--- src/lsg_pkg.sv ---
package lsg_pkg;

    localparam int MAX_COLS = 64;
    localparam int MAX_ROWS = 64;
    localparam int COL_W    = $clog2(MAX_COLS);
    localparam int ROW_W    = $clog2(MAX_ROWS);
    localparam int CCNT_W   = $clog2(MAX_COLS + 1);
    localparam int RCNT_W   = $clog2(MAX_ROWS + 1);
    localparam int ROW_BITS = 2 * MAX_COLS;
    localparam int ADDR_W   = ROW_W + 1;

    localparam logic [1:0] CELL_EMPTY  = 2'd0;
    localparam logic [1:0] CELL_DUST   = 2'd1;
    localparam logic [1:0] CELL_NEBULA = 2'd2;
    localparam logic [1:0] CELL_ROCK   = 2'd3;

    localparam logic [1:0] FUNC_WRITE = 2'd0;
    localparam logic [1:0] FUNC_READ  = 2'd1;
    localparam logic [1:0] FUNC_GEN   = 2'd2;
    localparam logic [1:0] FUNC_NONE  = 2'd3;

    localparam logic [3:0] CFG_COLS = 4'd0;
    localparam logic [3:0] CFG_ROWS = 4'd1;

    typedef struct packed {
        logic [1:0] func;
        logic [7:0] col;
        logic [7:0] row;
        logic [1:0] cell_in;
    } in_t;

    typedef struct packed {
        logic [1:0] cell_out;
        logic       buildable;
        logic       in_grid;
        logic       done_res;
    } out_t;

    typedef enum logic [3:0] {
        ST_CLEAR,
        ST_IDLE,
        ST_DISPATCH,
        ST_RW_FIN,
        ST_GEN_INIT,
        ST_GEN_FILL,
        ST_GEN_NEXT,
        ST_GEN_CELL,
        ST_GEN_WB,
        ST_GEN_FLIP
    } ctrl_state_t;

    typedef struct packed {
        logic clr_step;
        logic item_load;
        logic rd_item;
        logic rw_finish;
        logic gen_init;
        logic gen_fill;
        logic gen_next;
        logic gen_cell;
        logic gen_wb;
        logic gen_flip;
    } cmd_t;

    typedef struct packed {
        logic       clr_last;
        logic [1:0] func;
        logic       col_last;
        logic       row_last;
        logic       out_busy;
    } status_t;

    function automatic int clamp_dim(logic [6:0] v, int maxv);
        int r;
        r = int'(v);
        if (r == 0)
            r = 1;
        if (r > maxv)
            r = maxv;
        return r;
    endfunction

    function automatic logic [1:0] next_cell(logic [1:0] cur, logic [3:0] n, logic diag0);
        logic [1:0] r;
        case (cur)
            CELL_EMPTY:  r = (n == 4'd3) ? CELL_DUST : CELL_EMPTY;
            CELL_DUST:
            begin
                if (n == 4'd2 || n == 4'd3)
                    r = CELL_DUST;
                else if (n >= 4'd4)
                    r = CELL_NEBULA;
                else
                    r = CELL_EMPTY;
            end
            CELL_NEBULA:
            begin
                if (n <= 4'd1)
                    r = CELL_DUST;
                else if (n >= 4'd6 && diag0)
                    r = CELL_ROCK;
                else
                    r = CELL_NEBULA;
            end
            default:     r = (n == 4'd0) ? CELL_EMPTY : CELL_ROCK;
        endcase
        return r;
    endfunction

endpackage

--- src/lsg_ctrl.sv ---
module lsg_ctrl
(
    input  logic              clk,
    input  logic              rst_n,
    input  logic              in_valid,
    output logic              in_ready,
    input  lsg_pkg::status_t  status,
    output lsg_pkg::cmd_t     cmd
);

    lsg_pkg::ctrl_state_t state_reg, state_next;

    always_ff @(posedge clk or negedge rst_n)
    begin
        if (!rst_n)
            state_reg <= lsg_pkg::ST_CLEAR;
        else
            state_reg <= state_next;
    end

    always_comb
    begin
        state_next = state_reg;
        cmd        = '0;
        in_ready   = 1'b0;
        case (state_reg)
            lsg_pkg::ST_CLEAR:
            begin
                cmd.clr_step = 1'b1;
                if (status.clr_last)
                    state_next = lsg_pkg::ST_IDLE;
            end
            lsg_pkg::ST_IDLE:
            begin
                in_ready = 1'b1;
                if (in_valid)
                begin
                    cmd.item_load = 1'b1;
                    state_next    = lsg_pkg::ST_DISPATCH;
                end
            end
            lsg_pkg::ST_DISPATCH:
            begin
                if (status.func == lsg_pkg::FUNC_GEN)
                    state_next = lsg_pkg::ST_GEN_INIT;
                else
                begin
                    cmd.rd_item = 1'b1;
                    state_next  = lsg_pkg::ST_RW_FIN;
                end
            end
            lsg_pkg::ST_RW_FIN:
            begin
                if (!status.out_busy)
                begin
                    cmd.rw_finish = 1'b1;
                    state_next    = lsg_pkg::ST_IDLE;
                end
            end
            lsg_pkg::ST_GEN_INIT:
            begin
                cmd.gen_init = 1'b1;
                state_next   = lsg_pkg::ST_GEN_FILL;
            end
            lsg_pkg::ST_GEN_FILL:
            begin
                cmd.gen_fill = 1'b1;
                state_next   = lsg_pkg::ST_GEN_NEXT;
            end
            lsg_pkg::ST_GEN_NEXT:
            begin
                cmd.gen_next = 1'b1;
                state_next   = lsg_pkg::ST_GEN_CELL;
            end
            lsg_pkg::ST_GEN_CELL:
            begin
                cmd.gen_cell = 1'b1;
                if (status.col_last)
                    state_next = lsg_pkg::ST_GEN_WB;
            end
            lsg_pkg::ST_GEN_WB:
            begin
                cmd.gen_wb = 1'b1;
                state_next = status.row_last ? lsg_pkg::ST_GEN_FLIP : lsg_pkg::ST_GEN_NEXT;
            end
            lsg_pkg::ST_GEN_FLIP:
            begin
                if (!status.out_busy)
                begin
                    cmd.gen_flip = 1'b1;
                    state_next   = lsg_pkg::ST_IDLE;
                end
            end
            default:
                state_next = lsg_pkg::ST_IDLE;
        endcase
    end

endmodule

--- config.mk ---
export PLATFORM = sky130hd
export DESIGN_NAME = lsg_ctrl
export DESIGN_NICKNAME = d
export VERILOG_FILES = /design/src/lsg_pkg.sv /design/src/lsg_ctrl.sv
export SDC_FILE = /design/constraint.sdc
export NUM_CORES = 1
export LEC_CHECK = 0
export ABC_CLOCK_PERIOD_IN_PS = 3300
export BUFFER_PORTS_ARGS = -buffer_cell sky130_fd_sc_hd__buf_2
export CORE_AREA = 5 5 42 44
export DETAILED_ROUTE_END_ITERATION = 8
export DIE_AREA = 0 0 47 49
export HOLD_SLACK_MARGIN = 0.03
export SLEW_MARGIN = 20
export SYNTH_ARGS = -nofsm -noshare
export SYNTH_HDL_FRONTEND = slang
export SYNTH_SLANG_ARGS = --single-unit
--- constraint.sdc ---
create_clock -name clk -period 3.3 [get_ports clk]
set_clock_uncertainty 0.15 [all_clocks]
set_input_delay 0.33 -clock clk [delete_from_list [all_inputs] [get_ports clk]]
set_output_delay 0.33 -clock clk [all_outputs]
set_load 0.005 [all_outputs]
### Word level (Yosys, flattened, before mapping)

Index checks and enable logic that the tools add are counted.

| cells by class | value |
|---|---|
| equality and inequality tests | 14 |
| mux-type cells | 21 |
| reductions and logical operators | 3 |

Operators with widths:

| kind | count |
|---|---|
| $pmux W4 S9 | 1 |
| $mux W4 | 5 |
| $eq A4 B3 Y1 const B | 4 |
| $mux W1 | 14 |
| $eq A4 B2 Y1 const B | 2 |
| $eq A4 B4 Y1 const B | 2 |
| $ne A2 B2 Y1 const B | 4 |
| $eq A4 B1 Y1 const B | 1 |
| $logic_not A4 Y1 | 1 |
| $reduce_and A4 Y1 | 1 |
| $mux W3 | 1 |
| $eq A2 B2 Y1 const B | 1 |
| $reduce_or A2 Y1 | 1 |

| storage, ports and cells | value |
|---|---|
| register bits after elaboration | 4 |
| bits of input ports | 9 |

### Depth between registers and ports, before layout

| logic depth | value |
|---|---|
| depth in word-level cells | 4 |
| depth in mapped cells | 7 |
| mapped depth without buffers | 6 |

### Least setup slack after synthesis

No wires, ideal clock.

| timing | value |
|---|---|
| kind | reg-to-reg |
| from | reg state_reg[2] |
| to | reg state_reg[1] |
| path buffers | 1 |
| path slack | 1.544 ns |
| arrival | 1.478 ns |
| setup time | 0.128 ns |
| clock period less this slack | 1.756 ns |
| required time | 3.022 ns |
| cell stages (with the launch flop) | 6 |
| cell sequence | dfrtp_1 buf_6 or4_4 a21oi_2 a41oi_2 mux2_1 |

| on the way | value |
|---|---|
| cells in the longest elaborated chain, start to end | 4 |

Ends and longest elaborated chain:

| item | line | text |
|---|---|---|
| from (decl) | lsg_ctrl.sv:11 | `lsg_pkg::ctrl_state_t state_reg, state_next;` |
| from (signal assigned) | lsg_ctrl.sv:16 | `state_reg <= lsg_pkg::ST_CLEAR;` |
| from (signal assigned) | lsg_ctrl.sv:18 | `state_reg <= state_next;` |
| $eq A4 B4 Y1 / $eq A4 B2 Y1 (equally long branches) | lsg_ctrl.sv:26 | `case (state_reg)` |
| $reduce_or A2 Y1 (no source line) | -- |  |
| $ne A2 B2 Y1 (no source line) | -- |  |
| $reduce_and A4 Y1 (no source line) | -- |  |

Parallel ways exist; a longest one is shown, timed or not.
A chain may end at the register's enable or synchronous reset.

### Worst setup path in the final report

| timing | value |
|---|---|
| from | reg state_reg[0] |
| to | reg state_reg[3] |

The elaborated chain is that of the path after synthesis.

==> impl_metrics.ini <==
[run_status]
status = finished, final reports clean

[logic_synthesis]
yosysSeqAreaShare_pct = 23.5
synth_top_flop_cell = dfrtp_1
ys_warn_count = 0
synth-xor-area-share_pct = 2.06
syn_avg_cell_area_sq_um = 8.03
synth_adder_area_share_pct = 0
yosysUniqueCellTypes = 29
yosys.area_share.simple_pct = 38.2
synthMuxAreaShare_pct = 5.29
synth_top_family_by_area = simple AND/OR/NAND/NOR gates
syn_area_sq_um = 425
synth_compound_area_share_pct = 17.6
synth_nets = 62
async_flop_share_pct = 100
synth-seq-cells = 4
synth-edff-count = 0
synthCells = 53

[worst_setup_path]
crit_chain = or4_4 -> a21oi_2 -> a41oi_2 -> mux2_1
cp_top_family = simple AND/OR/NAND/NOR gates
crit_type = reg -> reg
worstPathArrival_ns = 1.90
slowest_delay_ns = 0.59
crit_buf_inv = 0
cpMaxStageDelayCell = or4_4
crit_path_start_kind = flop
endpoint_kind = flop
crit_fanout = 13
critPathRequiredTime_ns = 3.26

[power]
p_per_area_nw_per_um2 = 772
switchingPower_uw = 188
clkPwrFrac_pct = 14.3
comb_power_share_pct = 54.3
internal_power_uw = 234
peakVddDrop_mv = 0.374
switching_share_pct = 44.5
p_leak_uw = 0.000294
totalPowerFinal_uw = 422
power_frac_seq_pct = 31.5

[placement]
place_area_sq_um = 514
hpwlAfterDp_um = 868
place_ws_ns = 1.35
place.port_buffers = 19
place_congestion = 0.779

[cts]
path_clk_slew_ns = 0.03
cts_made_buffers = 3
post-cts-setup-buffers = 0
cts.sinks = 4
cts_tree = yes
clk_path_buf_depth = 2
cts_htree_levels = 1
root_buffer = clkbuf_4
clk-insertion-delay-late_ns = 0.23
cts_resized = 0

[final_layout]
finish.net_count = 83
drive_gt1_share_pct = 34.7
seq_area_sq_um = 100
areaGrowthSynthToFinish_pct = 28.5
utilization_pct = 39.0
diodes = 0
fin_area_sq_um = 547
multi_input_area_sq_um = 269
largest_reg_flops = 4
num-fill-cells = 161

[detailed_routing]
vias_per_cell = 5.14
wl_met3_um = 88
wirelength_um = 1130
wl_met2_um = 542
ant_nets = 0
maxUsedRoutingLayer = met4
avgRoutedWirePerCell_um = 12.9
dr.pass1.iters = 2
drc_errors = 0
drt_iter0_markers = 5
wl_met1_um = 481
vias = 452

[die]
rows = 14
die_width_um = 47
die-area_sq_um = 2300
initial_core_util_pct = 30.4
die_h_um = 49
io-pin-count = 20
coreArea_sq_um = 1400

[grt]
grt_usage_pct = 10.4
grt_pass1_wl_um = 1770
grt_overflow_total = 0
antenna_found_initial = 0
grt_max_degree = 17
grt_pass1_vias = 438

[job]
maxCapViolations = 0

[timing]
fin_setup_tns_ns = 0
relSlewSlack_pct = 69.8
min_period_ns = 1.95
finalSetupViolCount = 0
worst_slew_pin_slew_ns = 0.446
rsz0062_at_grt = no
worst_slack_ns = 1.35
drv_slew = 0
final_hold_viol_count = 0
post-route-period-util_pct = 59.0
max_freq_mhz = 514

[hold_path]
hold_path.class = in -> reg
-- layer usage --
metal | track usage (%) | vias to the layer above
met5 | 0 | -
met4 | 7.83 | 0
met3 | 2.58 | 2
met2 | 16.3 | 13
met1 | 11.3 | 205
li1 | - | 232
-- power by group through the flow --
stage	Sequential, uW	Combinational [uW]	Clock [uW]
floorplan	87.3	214	0
global placement	130	229	0
detailed placement	131	231	0
CTS	131	233	62.7
global route	139	257	67.6
finish	133	229	60.2
-- kinds of logic after synthesis --
| group | after synthesis |
|---|---|
| xor gates and xnor gates | 1 |
| buffers and inverters | 12 |
| muxes | 2 |
| AOI/OAI and AO/OA | 10 |
| DFF | 4 |
| and+or+nand+nor | 24 |
-- timing repair --
item,in CTS,in global routing
hold buffers,1,0
setup endpoints to repair,0,0
hold endpoints to repair,4,0
-- tightest hold or removal path: stages --
cell	delay, ns
buf_2	0.11
inv_1	0.04
a32oi_1	0.05
-- area by class of cell --
cell class              count  area share, %
flip-flops and latches      4           18.3
well taps                  16           3.66
repair buffers             20           19.2
clock buffers               3           4.12
multi-input cells          37           49.2
inverters                   8           5.49
-- worst paths after layout --
| path | start | cells after the start | slack, ns | endpoint |
|---|---|---|---|---|
| max | state_reg[0] | 4 | 1.35 | state_reg[3] |
| max in group asynchronous | rst_n | 2 | 2.60 | state_reg[0] |
| min | status[5] | 3 | 0.20 | state_reg[0] |
| min reg2reg | state_reg[1] | 1 | 0.66 | state_reg[1] |
| min in group asynchronous | rst_n | 2 | 0.28 | state_reg[2] |
| max reg2reg | state_reg[0] | 4 | 1.35 | state_reg[3] |
-- through the flow --
stage,hold WS [ns],cells
after floorplan,-0.116,53
after global placement,-0.0113,84
after detailed placement,-0.0140,84
after CTS,0.194,88
after global routing,0.203,88
final,0.203,88
-- placed cells by master, fill, tap and decap left out, types with 2 or more instances in the layout --
cell | synthesis | routed
nor4_1 | 2 | 2
nand4b_1 | 2 | 2
nand3_1 | 2 | 2
inv_1 | 8 | 8
mux2_1 | 2 | 2
and4_1 | 2 | 2
o21ai_0 | 3 | 3
nor2_1 | 4 | 4
nand2_1 | 2 | 2
dfrtp_1 | 4 | 4
clkbuf_4 | 0 | 3
buf_2 | 3 | 19
nor4bb_1 | 2 | 2
-- synth_stat cells, types with 2 or more instances --
cell type	number	share of area, %
dfrtp_1	4	24
nand4b_1	2	4.1
inv_1	8	7.1
nor2_1	4	3.5
o21ai_0	3	3.5
buf_2	3	3.5
and4_1	2	4.1
nand3_1	2	2.4
nand2_1	2	1.8
nor4bb_1	2	4.7
mux2_1	2	5.3
nor4_1	2	2.9
(Power assumes the default switching activity.)
